[src/hdl/serial_bank_switch_mapper_unit_defines.svh]
// Assertion macros for the serial bank switch mapper.
`ifndef SERIAL_BANK_SWITCH_MAPPER_UNIT_DEFINES_SVH
`define SERIAL_BANK_SWITCH_MAPPER_UNIT_DEFINES_SVH

// Same-cycle implication, disabled while reset is asserted.
`define SBSM_ASSERT_IMP(label, clk, rst_n, ante, cons) \
    label: assert property (@(posedge clk) disable iff (!rst_n) (ante) |-> (cons)) \
        else $error("sbsm: same-cycle check failed");

// Next-cycle implication, disabled while reset is asserted.
`define SBSM_ASSERT_NXT(label, clk, rst_n, ante, cons) \
    label: assert property (@(posedge clk) disable iff (!rst_n) (ante) |=> (cons)) \
        else $error("sbsm: next-cycle check failed");

`endif

[src/hdl/sbsm_pkg.sv]
`timescale 1ns / 1ps
`default_nettype none

package sbsm_pkg;

    localparam logic [4:0] CtrlPowerOn   = 5'h0C;
    localparam logic [4:0] PrgRomReset   = 5'd2;
    localparam logic [4:0] ChrRomReset   = 5'd1;

    // Register targets selected by address bits 14:13
    localparam logic [1:0] SelControl = 2'd0;
    localparam logic [1:0] SelChrLow  = 2'd1;
    localparam logic [1:0] SelChrHigh = 2'd2;
    localparam logic [1:0] SelPrg     = 2'd3;

    // Configuration register indexes
    localparam logic [1:0] CfgPrgRomPages = 2'd0;
    localparam logic [1:0] CfgChrRomPages = 2'd1;
    localparam logic [1:0] CfgMirroring   = 2'd2;

    // Cartridge mirroring codes
    localparam logic [1:0] CartMirrorVert = 2'd1;
    localparam logic [1:0] CartMirrorHorz = 2'd2;

    // Operations
    localparam logic OpWrite = 1'b0;
    localparam logic OpReset = 1'b1;

    typedef struct packed {
        logic [4:0] prg_rom_pages;
        logic [4:0] chr_rom_pages;
        logic [1:0] power_on_mirroring;
    } sbsm_cfg_t;

    typedef struct packed {
        logic [3:0] prg_page_low;
        logic [3:0] prg_page_high;
        logic [4:0] chr_bank_low;
        logic [4:0] chr_bank_high;
        logic       prg_ram_enable;
        logic [1:0] mirroring_mode;
        logic       register_committed;
    } sbsm_result_t;

    // Drop high bank bits, top first, while the bank is at or above the limit.
    function automatic logic [4:0] clamp_bank(input logic [4:0] bank,
                                              input logic [5:0] limit);
        logic [4:0] b;
        b = bank;
        for (int i = 4; i >= 0; i--)
        begin
            if ({1'b0, b} >= limit)
            begin
                b[i] = 1'b0;
            end
        end
        return b;
    endfunction

endpackage

`default_nettype wire

[src/hdl/serial_bank_switch_mapper_unit.sv]
// Serial bank switch mapper.
// Input channel (in_valid / in_stall) carries one CPU write to the ROM window
// per beat: op, cpu_address and write_data. Output channel (out_valid /
// out_stall) returns one beat per input beat with the decoded memory map
// (PRG pages, CHR banks, work RAM enable, mirroring) and a flag that marks the
// write that completed a five-bit register load.
// The map decode of an accepted beat is registered in the output buffer.
// Throughput is one beat per cycle while in_stall is low; the serial shifter and bank registers are
// updated in the accept cycle and the map decode feeds the output register.
// A two-entry output buffer parts the channels: while the receiver stalls one
// further beat is taken into the skid entry, then in_stall rises until the
// receiver takes a beat.
// The configuration port (cfg_write, cfg_index, cfg_data) writes the page
// counts and cartridge mirroring; write it only while no beat is in flight.
// Reset clears the shifter, loads control with 0x0C, zeroes the bank
// registers, restores the configuration defaults and empties the output.
`timescale 1ns / 1ps
`default_nettype none

`include "serial_bank_switch_mapper_unit_defines.svh"

module serial_bank_switch_mapper_unit (
    input  wire logic        clk,
    input  wire logic        rst_n,
    input  wire logic        cfg_write,
    input  wire logic [1:0]  cfg_index,
    input  wire logic [4:0]  cfg_data,
    input  wire logic        in_valid,
    output logic             in_stall,
    input  wire logic        op,
    input  wire logic [15:0] cpu_address,
    input  wire logic [7:0]  write_data,
    output logic             out_valid,
    input  wire logic        out_stall,
    output logic [3:0]       prg_page_low,
    output logic [3:0]       prg_page_high,
    output logic [4:0]       chr_bank_low,
    output logic [4:0]       chr_bank_high,
    output logic             prg_ram_enable,
    output logic [1:0]       mirroring_mode,
    output logic             register_committed
);
    import sbsm_pkg::*;

    sbsm_cfg_t    cfg_reg;
    sbsm_result_t core_result;
    sbsm_result_t out_data;
    logic         accept;
    logic         buf_full;

    always_ff @(posedge clk or negedge rst_n)
    begin
        if (!rst_n)
        begin
            cfg_reg.prg_rom_pages      <= PrgRomReset;
            cfg_reg.chr_rom_pages      <= ChrRomReset;
            cfg_reg.power_on_mirroring <= 2'd0;
        end
        else if (cfg_write)
        begin
            case (cfg_index)
                CfgPrgRomPages: cfg_reg.prg_rom_pages      <= cfg_data;
                CfgChrRomPages: cfg_reg.chr_rom_pages      <= cfg_data;
                CfgMirroring:   cfg_reg.power_on_mirroring <= cfg_data[1:0];
                default:        ;
            endcase
        end
    end

    assign in_stall = buf_full;
    assign accept   = in_valid && !buf_full;

    sbsm_core u_core (
        .clk        (clk),
        .rst_n      (rst_n),
        .accept     (accept),
        .op         (op),
        .reg_sel    (cpu_address[14:13]),
        .write_data (write_data),
        .cfg        (cfg_reg),
        .result     (core_result)
    );

    sbsm_outbuf u_outbuf (
        .clk       (clk),
        .rst_n     (rst_n),
        .load      (accept),
        .load_data (core_result),
        .full      (buf_full),
        .out_valid (out_valid),
        .out_stall (out_stall),
        .out_data  (out_data)
    );

    assign prg_page_low       = out_data.prg_page_low;
    assign prg_page_high      = out_data.prg_page_high;
    assign chr_bank_low       = out_data.chr_bank_low;
    assign chr_bank_high      = out_data.chr_bank_high;
    assign prg_ram_enable     = out_data.prg_ram_enable;
    assign mirroring_mode     = out_data.mirroring_mode;
    assign register_committed = out_data.register_committed;

    `SBSM_ASSERT_IMP(a_skid_needs_out, clk, rst_n, buf_full, out_valid)
    `SBSM_ASSERT_IMP(a_skid_fill_on_stall, clk, rst_n, $rose(buf_full),
        $past(out_valid && out_stall && accept))
    `SBSM_ASSERT_NXT(a_skid_drains, clk, rst_n, buf_full && !out_stall,
        out_valid && !buf_full)

endmodule

`default_nettype wire

[src/hdl/sbsm_core.sv]
`timescale 1ns / 1ps
`default_nettype none

module sbsm_core (
    input  wire logic                  clk,
    input  wire logic                  rst_n,
    input  wire logic                  accept,
    input  wire logic                  op,
    input  wire logic [1:0]            reg_sel,
    input  wire logic [7:0]            write_data,
    input  wire sbsm_pkg::sbsm_cfg_t   cfg,
    output sbsm_pkg::sbsm_result_t     result
);
    import sbsm_pkg::*;

    logic [4:0] shift_reg, shift_next;
    logic [2:0] count_reg, count_next;
    logic [4:0] control_reg, control_next;
    logic [4:0] chr_low_reg, chr_low_next;
    logic [4:0] chr_high_reg, chr_high_next;
    logic [4:0] prg_reg, prg_next;
    logic       committed;

    logic [4:0] shifted;
    logic [1:0] mirror_bits;
    logic [3:0] bank;
    logic [4:0] c0, c1;
    logic [5:0] chr_limit;
    logic       ram_en;

    always_comb
    begin
        shift_next    = shift_reg;
        count_next    = count_reg;
        control_next  = control_reg;
        chr_low_next  = chr_low_reg;
        chr_high_next = chr_high_reg;
        prg_next      = prg_reg;
        committed     = 1'b0;
        shifted       = {write_data[0], shift_reg[4:1]};

        case (cfg.power_on_mirroring)
            CartMirrorVert: mirror_bits = 2'b10;
            CartMirrorHorz: mirror_bits = 2'b11;
            default:        mirror_bits = 2'b00;
        endcase

        if (op == OpReset)
        begin
            control_next  = CtrlPowerOn | {3'b000, mirror_bits};
            chr_low_next  = '0;
            chr_high_next = '0;
            prg_next      = '0;
            shift_next    = '0;
            count_next    = '0;
        end
        else if (write_data[7])
        begin
            shift_next = '0;
            count_next = '0;
        end
        else if (count_reg >= 3'd4)
        begin
            // fifth bit: load the target register and restart the shifter
            case (reg_sel)
                SelControl: control_next  = shifted;
                SelChrLow:  chr_low_next  = shifted;
                SelChrHigh: chr_high_next = shifted;
                SelPrg:     prg_next      = shifted;
                default:    prg_next      = shifted;
            endcase
            committed  = 1'b1;
            shift_next = '0;
            count_next = '0;
        end
        else
        begin
            shift_next = shifted;
            count_next = count_reg + 3'd1;
        end
    end

    always_ff @(posedge clk or negedge rst_n)
    begin
        if (!rst_n)
        begin
            shift_reg    <= '0;
            count_reg    <= '0;
            control_reg  <= CtrlPowerOn;
            chr_low_reg  <= '0;
            chr_high_reg <= '0;
            prg_reg      <= '0;
        end
        else if (accept)
        begin
            shift_reg    <= shift_next;
            count_reg    <= count_next;
            control_reg  <= control_next;
            chr_low_reg  <= chr_low_next;
            chr_high_reg <= chr_high_next;
            prg_reg      <= prg_next;
        end
    end

    // Decode the map from the updated register set.
    always_comb
    begin
        bank      = prg_next[3:0];
        ram_en    = ~prg_next[4];
        chr_limit = {cfg.chr_rom_pages, 1'b0};
        c0        = chr_low_next;
        c1        = chr_high_next;

        if (!control_next[4])
        begin
            c0 = {chr_low_next[4:1], 1'b0};
            c1 = {chr_low_next[4:1], 1'b1};
        end

        if (cfg.chr_rom_pages == 5'd0)
        begin
            if (!(c0[4] | c1[4]))
            begin
                ram_en = 1'b0;
            end
            c0[4] = 1'b0;
            c1[4] = 1'b0;
        end
        else
        begin
            c0 = clamp_bank(c0, chr_limit);
            c1 = clamp_bank(c1, chr_limit);
        end

        result.chr_bank_low       = c0;
        result.chr_bank_high      = c1;
        result.prg_ram_enable     = ram_en;
        result.mirroring_mode     = control_next[1:0];
        result.register_committed = committed;

        case (control_next[3:2])
            2'd2:
            begin
                result.prg_page_low  = 4'd0;
                result.prg_page_high = bank;
            end
            2'd3:
            begin
                result.prg_page_low  = bank;
                result.prg_page_high = cfg.prg_rom_pages[3:0] - 4'd1;
            end
            default:
            begin
                result.prg_page_low  = {bank[3:1], 1'b0};
                result.prg_page_high = {bank[3:1], 1'b1};
            end
        endcase
    end

endmodule

`default_nettype wire

[src/hdl/sbsm_outbuf.sv]
`timescale 1ns / 1ps
`default_nettype none

module sbsm_outbuf (
    input  wire logic                  clk,
    input  wire logic                  rst_n,
    input  wire logic                  load,
    input  wire sbsm_pkg::sbsm_result_t load_data,
    output logic                       full,
    output logic                       out_valid,
    input  wire logic                  out_stall,
    output sbsm_pkg::sbsm_result_t     out_data
);
    import sbsm_pkg::*;

    logic         out_valid_reg, out_valid_next;
    logic         skid_valid_reg, skid_valid_next;
    sbsm_result_t out_data_reg, out_data_next;
    sbsm_result_t skid_data_reg, skid_data_next;
    logic         out_free;

    assign out_free = !out_valid_reg || !out_stall;

    always_comb
    begin
        out_valid_next  = out_valid_reg;
        skid_valid_next = skid_valid_reg;
        out_data_next   = out_data_reg;
        skid_data_next  = skid_data_reg;

        if (out_free)
        begin
            if (skid_valid_reg)
            begin
                // drain the skid beat first; no load is taken while it is full
                out_data_next   = skid_data_reg;
                out_valid_next  = 1'b1;
                skid_valid_next = 1'b0;
            end
            else
            begin
                out_data_next  = load_data;
                out_valid_next = load;
            end
        end
        else if (load)
        begin
            // output stalled: park the new beat
            skid_data_next  = load_data;
            skid_valid_next = 1'b1;
        end
    end

    always_ff @(posedge clk or negedge rst_n)
    begin
        if (!rst_n)
        begin
            out_valid_reg  <= 1'b0;
            skid_valid_reg <= 1'b0;
        end
        else
        begin
            out_valid_reg  <= out_valid_next;
            skid_valid_reg <= skid_valid_next;
        end
    end

    always_ff @(posedge clk)
    begin
        out_data_reg  <= out_data_next;
        skid_data_reg <= skid_data_next;
    end

    assign full      = skid_valid_reg;
    assign out_valid = out_valid_reg;
    assign out_data  = out_data_reg;

endmodule

`default_nettype wire

[config.mk]
export PLATFORM = sky130hd
export DESIGN_NAME = serial_bank_switch_mapper_unit
export DESIGN_NICKNAME = d
export VERILOG_FILES = /design/src/hdl/sbsm_pkg.sv /design/src/hdl/serial_bank_switch_mapper_unit.sv /design/src/hdl/sbsm_core.sv /design/src/hdl/sbsm_outbuf.sv
export VERILOG_INCLUDE_DIRS = /design/src /design/src/hdl
export SDC_FILE = /design/constraint.sdc
export NUM_CORES = 1
export LEC_CHECK = 0
export BUFFER_PORTS_ARGS = -buffer_cell sky130_fd_sc_hd__buf_2
export CAP_MARGIN = 20
export CORE_UTILIZATION = 58
export DETAILED_ROUTE_END_ITERATION = 10
export PLACE_DENSITY = 0.8
export SYNTH_ARGS = -nofsm -noshare
export SYNTH_HDL_FRONTEND = slang
export SYNTH_SLANG_ARGS = --single-unit
[constraint.sdc]
create_clock -name clk -period 7.54 [get_ports clk]
set_clock_uncertainty 0.15 [all_clocks]
set_input_delay 0.377 -clock clk [delete_from_list [all_inputs] [get_ports clk]]
set_output_delay 0.377 -clock clk [all_outputs]
set_load 0.05 [all_outputs]
* Word-level counts from Yosys, hierarchy flattened
Cells that the tools add are included.
** Word-level totals
- Flip-flop bits (word level) :: 85
- Word-level logic and storage cells :: 120
- Output and inout bits :: 24
- Bits of input ports :: 37
** Operators by class
- Add/sub/neg operators :: 2
- Magnitude comparators :: 11
- Muxes and demuxes :: 57
- Eq/ne operators :: 9
- Bitwise gates (word level) :: 3
- Reduce and logical (&&, ||, !) cells :: 13
** Operator list (count)
- $mux W5 :: 20
- $ge A5 B6 Y1 :: 10
- $mux W1 :: 29
- $mux W22 :: 1
- $pmux W8 S2 :: 1
- $eq A2 B2 Y1 const B :: 6
- $mux W3 :: 3
- $mux W4 :: 2
- $reduce_and A2 Y1 :: 4
- $eq A2 B1 Y1 const B :: 3
- $logic_not A5 Y1 :: 1
- $logic_not A2 Y1 :: 2
- $pmux W2 S2 :: 1
- $sub A4 B1 Y4 const B :: 1
- $add A3 B1 Y3 const B :: 1
- $ge A3 B3 Y1 const B :: 1
- $logic_not A1 Y1 :: 3
- $not A1 Y1 :: 2
- $reduce_bool A2 Y1 :: 1
- $logic_and A1 B1 Y1 :: 1
- $logic_or A1 B1 Y1 :: 1
- $or A1 B1 Y1 :: 1

* Longest topological paths before layout
- Word-level depth :: 22
- Depth in mapped cells :: 31
- Gate-level depth less buffers :: 30

* Hierarchy
A second synthesis with hierarchy kept.
** Unflattened totals
- Cells, all modules :: 379
- Area total of the unflattened synthesis :: 4626.9 µm²
** Modules (own cells, without submodules)
- sbsm_core :: instances 1, area each 2382.3 µm², sequential area each 678.2 µm², cells each 276
- sbsm_outbuf :: instances 1, area each 1766.7 µm², sequential area each 1371.3 µm², cells each 75
- serial_bank_switch_mapper_unit :: instances 1, area each 478.0 µm², sequential area each 302.8 µm², cells each 28

* Worst setup path after synthesis
No wires, ideal clock.
- Path kind :: in2reg
- Start point :: input write_data[7]
- End point :: register u_outbuf.out_data_reg (netlist bit u_outbuf.out_data[4]) (data pin)
- Stages on the path :: 29
- Arrival :: 5.798 ns
- Buffers on the path :: 0
- Setup time :: 0.260 ns
- Required time :: 7.130 ns
- Setup slack :: 1.332 ns
- Path through :: or4b_4 a32oi_2 mux2i_1 and2_1 ha_1 nor2b_1 nand4_1 or3_1 nand4_1 inv_1 ha_1 nor2_1 a211oi_1 or2_0 nor2_1 ha_1 o211a_1 nor2_1 o221a_2 ha_1 a21oi_1 o22ai_1 o21bai_1 or3_1 ha_1 nor2_1 o21ai_0 and2_1 mux2_2
** RTL lines
- start: declaration :: RTL line serial_bank_switch_mapper_unit.sv:32 : input wire logic [7:0] write_data,
- end signal: assignment :: RTL line sbsm_outbuf.sv:70 : out_data_reg <= out_data_next;
- end: declaration :: RTL line sbsm_outbuf.sv:18 : sbsm_result_t out_data_reg, out_data_next;

==> flow_summary.ini <==
[grt]
first_global_vias = 3227
number_of_antenna_violations_at_the_first_check_in_global_routing = 0
global_route.usage.total_pct = 25.1
maximum_number_of_pins_on_one_net_before_global_route_repair = 41
globalRoute.totalOverflow = 0
first_pass_grt_wire_length_um = 16000

[sta]
worst_slew_pin_slew_ps = 1070
drv_slew = 0
totalNegativeSetupSlack_ps = 0
final.min_clock_period_ps = 6840
hold_violations = 15
whs_ps = -10.4
grt_setup_unrepaired = no
max_slew_margin_pct = 28.8
final_setup_vio_count = 0
finalCritPeriodShare_pct = 90.7
max_clock_freq_mhz = 146

[critical_path]
cp.depth = 30
arr_time_crit_path_ps = 6810
rr_endpoint = u_outbuf.out_data[4]$_DFFE_PN_
buffers_plus_inverters_on_the_worst_setup_path = 3
path_common_cell = ha_1
worst_path_dominant_cell_family = compound AO/OA/AOI/OAI gates
critical_path.slowest_cell = or4b_4
timing.critical_path.to_type = flop
critical_path_required_ps = 7510
timing.critical_path.from = u_core.count_reg[2]$_DFFE_PN0P_
element_type_at_the_critical_path_start = flop
worst-r2r-cell-count = 30
worst_path_largest_cell_delay_ps = 540
setup.worst_path.class = reg2reg
crit-reg2reg-launch = u_core.count_reg[2]$_DFFE_PN0P_
worst-path-max-fanout = 13
reg2reg_setup_slack_ps = 700
timing.critical_path.to = u_outbuf.out_data[4]$_DFFE_PN_

[yosys]
main_combinational_cell_family_by_area_after_synthesis = simple AND/OR/NAND/NOR gates
synth_sequential_area_ratio_pct = 51.5
synth.lib_cells_used.distinct = 49
cell_accounting_for_the_most_synthesized_area = edfxtp_1
syn-cell-area_um2 = 4520
synth-async-reset-ratio_pct = 47.6
synth_edf_count = 44
synth_fa_ha_area_share_pct = 5.53
yosys.area_share.simple_pct = 17.3
ys_top_cells_by_area = edfxtp_1, dfrtp_1, mux2_2
ys.flop_type = edfxtp_1
synth_top_cell_area_share_pct = 29.2
mappedNetlistNets = 483
syn_avg_cell_area_um2 = 10.6
yosys_warnings = 0
post_synth_xor_area_fraction_pct = 0.387
synth_area_in_compound_gates_pct = 12.0
ys_seq_elements = 84
muxShareOfSynthArea_pct = 9.93
syn-instance-count = 426

[power]
portion_of_total_power_attributed_to_sequential_cells_pct = 48.4
p_int_mw = 0.811
pwr-share-clk_pct = 29.9
leakage_nw = 2.22
vdd.ir_drop.worst_v = 0.000115
share_comb_of_total_power_pct = 21.7
power_switching_mw = 0.355
swShare_pct = 30.4
cellPowerDensity_nw_per_um2 = 229

[detailed_routing]
detailedRoute.firstPassIterationCount = 5
route.detailed.wl_per_inst_um = 17.0
routed_vias = 3468
ant_nets = 0
vias_per_cell = 6.04
routed_wl_um = 9760
drt-initial-drc-count = 304
remaining_drc_errors = 0

[die]
ios = 61
chipHeight_um = 90.3
fp.dieW_um = 90.3
placementRows = 31
start_util_pct = 61.1
dieArea_um2 = 8160
core_region_area_um2 = 7410

[final_layout]
finalCoreUtilization_pct = 68.6
final_layout_size_suffix_gt1_share_pct = 21.7
most_common_library_cell_in_the_layout_ignoring_fill_and_taps = nand2_1
n_antenna_cell = 0
mostFrequentLayoutCells = nand2_1, edfxtp_1, buf_2, nor2_1, dfrtp_1
nets = 527
finish.cell_count_without_fillers = 574
syn2layout_area_growth_pct = 12.4

[clock_tree]
clock_insertion_delay_worst_skew_ps = 360
cts.hold.buffers_added = 0
cts_num_sinks = 84
cts_setup_buffers = 0
htree_num_levels = 3
num_cts_buffers = 9
max-clock-path-buffers = 2
clk_transition_reported_paths_ps = 80
cts_tree = yes
cts.repair.resized = 0
cts_root_buffer = clkbuf_8

[run_status]
result_of_the_run = finished with violations
failed_checks = negative hold slack

[placed_design]
gp_routability_congestion = 0.907
place.detailed.instances = 558
dp_hpwl_um = 6900
port_buffers = 40

[run]
cap_viol_max_count = 0

[min_path]
class_of_the_worst_hold_path = in2async
## metal layers
layer  global-route usage, %  vias to the layer above  routed length (um)
li1                        -                     1625                   -
met1                    34.8                     1664                4340
met2                    38.9                      155                4550
met3                    3.54                       24                 585
met4                    12.5                        0                 279
met5                       0                        -                   0
## layout make-up
| cell class | count | area, um^2 |
|---|---|---|
| clock buffer | 11 | 131 |
| clock inverter | 5 | 83.8 |
| fill | 582 | 2320 |
| inverter | 20 | 75.1 |
| multi-input combinational | 301 | 2040 |
| sequential | 84 | 2330 |
| tap | 99 | 124 |
| timing repair buffer | 54 | 305 |
## cell families (layout without fill, tap and decap cells)
| family | Yosys count | after routing |
|---|---|---|
| AOI/OAI and AO/OA | 79 | 79 |
| xor gates and xnor gates | 2 | 2 |
| adders and majority gates | 20 | 20 |
| buffers and inverters | 41 | 90 |
| DFF | 84 | 84 |
| muxes | 42 | 42 |
| and+or+nand+nor | 158 | 158 |
## power by group through the flow
| stage | combinational (mW) | clock (mW) | sequential, mW |
|---|---|---|---|
| 6_report | 0.253 | 0.348 | 0.564 |
| 5_1_grt | 0.273 | 0.372 | 0.569 |
| 4_1_cts | 0.251 | 0.352 | 0.564 |
| 3_5_place_dp | 0.250 | 0 | 0.574 |
| 3_3_place_gp | 0.243 | 0 | 0.571 |
| 2_1_floorplan | 0.133 | 0 | 0.617 |
## cells in the mapped netlist, types with 2 or more instances
| cell | n |
|---|---|
| ha_1 | 20 |
| nor2b_1 | 9 |
| dfstp_2 | 4 |
| nor3b_1 | 4 |
| a22o_1 | 5 |
| a211o_1 | 2 |
| inv_1 | 20 |
| nand2b_1 | 5 |
| and2_1 | 5 |
| or3_1 | 2 |
| o22ai_1 | 4 |
| a211oi_1 | 2 |
| dfrtp_1 | 36 |
| o21ai_0 | 27 |
| xor2_1 | 2 |
| a21o_1 | 2 |
| a22oi_1 | 4 |
| nor3_1 | 9 |
| o21bai_1 | 3 |
| mux2i_1 | 19 |
| o31ai_1 | 8 |
| nand3_1 | 3 |
| nand3b_1 | 4 |
| edfxtp_1 | 44 |
| nand4b_1 | 3 |
| or2_2 | 2 |
| nor2_1 | 38 |
| nand4_1 | 7 |
| mux2_2 | 23 |
| nand2_1 | 58 |
| nor4_1 | 3 |
| clkbuf_1 | 17 |
| a21oi_1 | 12 |
| a32o_1 | 3 |
| buf_2 | 3 |
## per-stage QoR
| stage | power, mW | hold WS (ps) | worst slack, ps | area, um^2 |
|---|---|---|---|---|
| after detailed placement | 0.823 | 314 | 642 | 4870 |
| after floorplan | 0.750 | -68.6 | 1330 | 4520 |
| after global placement | 0.814 | 308 | 680 | 4870 |
| after CTS | 1.17 | 2.90 | 740 | 5080 |
| final | 1.17 | -10.4 | 701 | 5080 |
| after global routing | 1.21 | 66.4 | 287 | 5080 |
## worst min path at each step
stage                                             end  slack [ps]
finish                u_core.count_reg[0]$_DFFE_PN0P_         -10
global route          u_core.count_reg[1]$_DFFE_PN0P_          70
CTS                            cfg_reg[1]$_DFFE_PN0P_           3
detailed placement  u_core.chr_low_reg[4]$_DFFE_PN0P_         310
global placement        u_core.prg_reg[3]$_DFFE_PN0P_         310
floorplan                      cfg_reg[0]$_DFFE_PN0P_         -70
No activity file was read; power rests on OpenSTA's default activity.
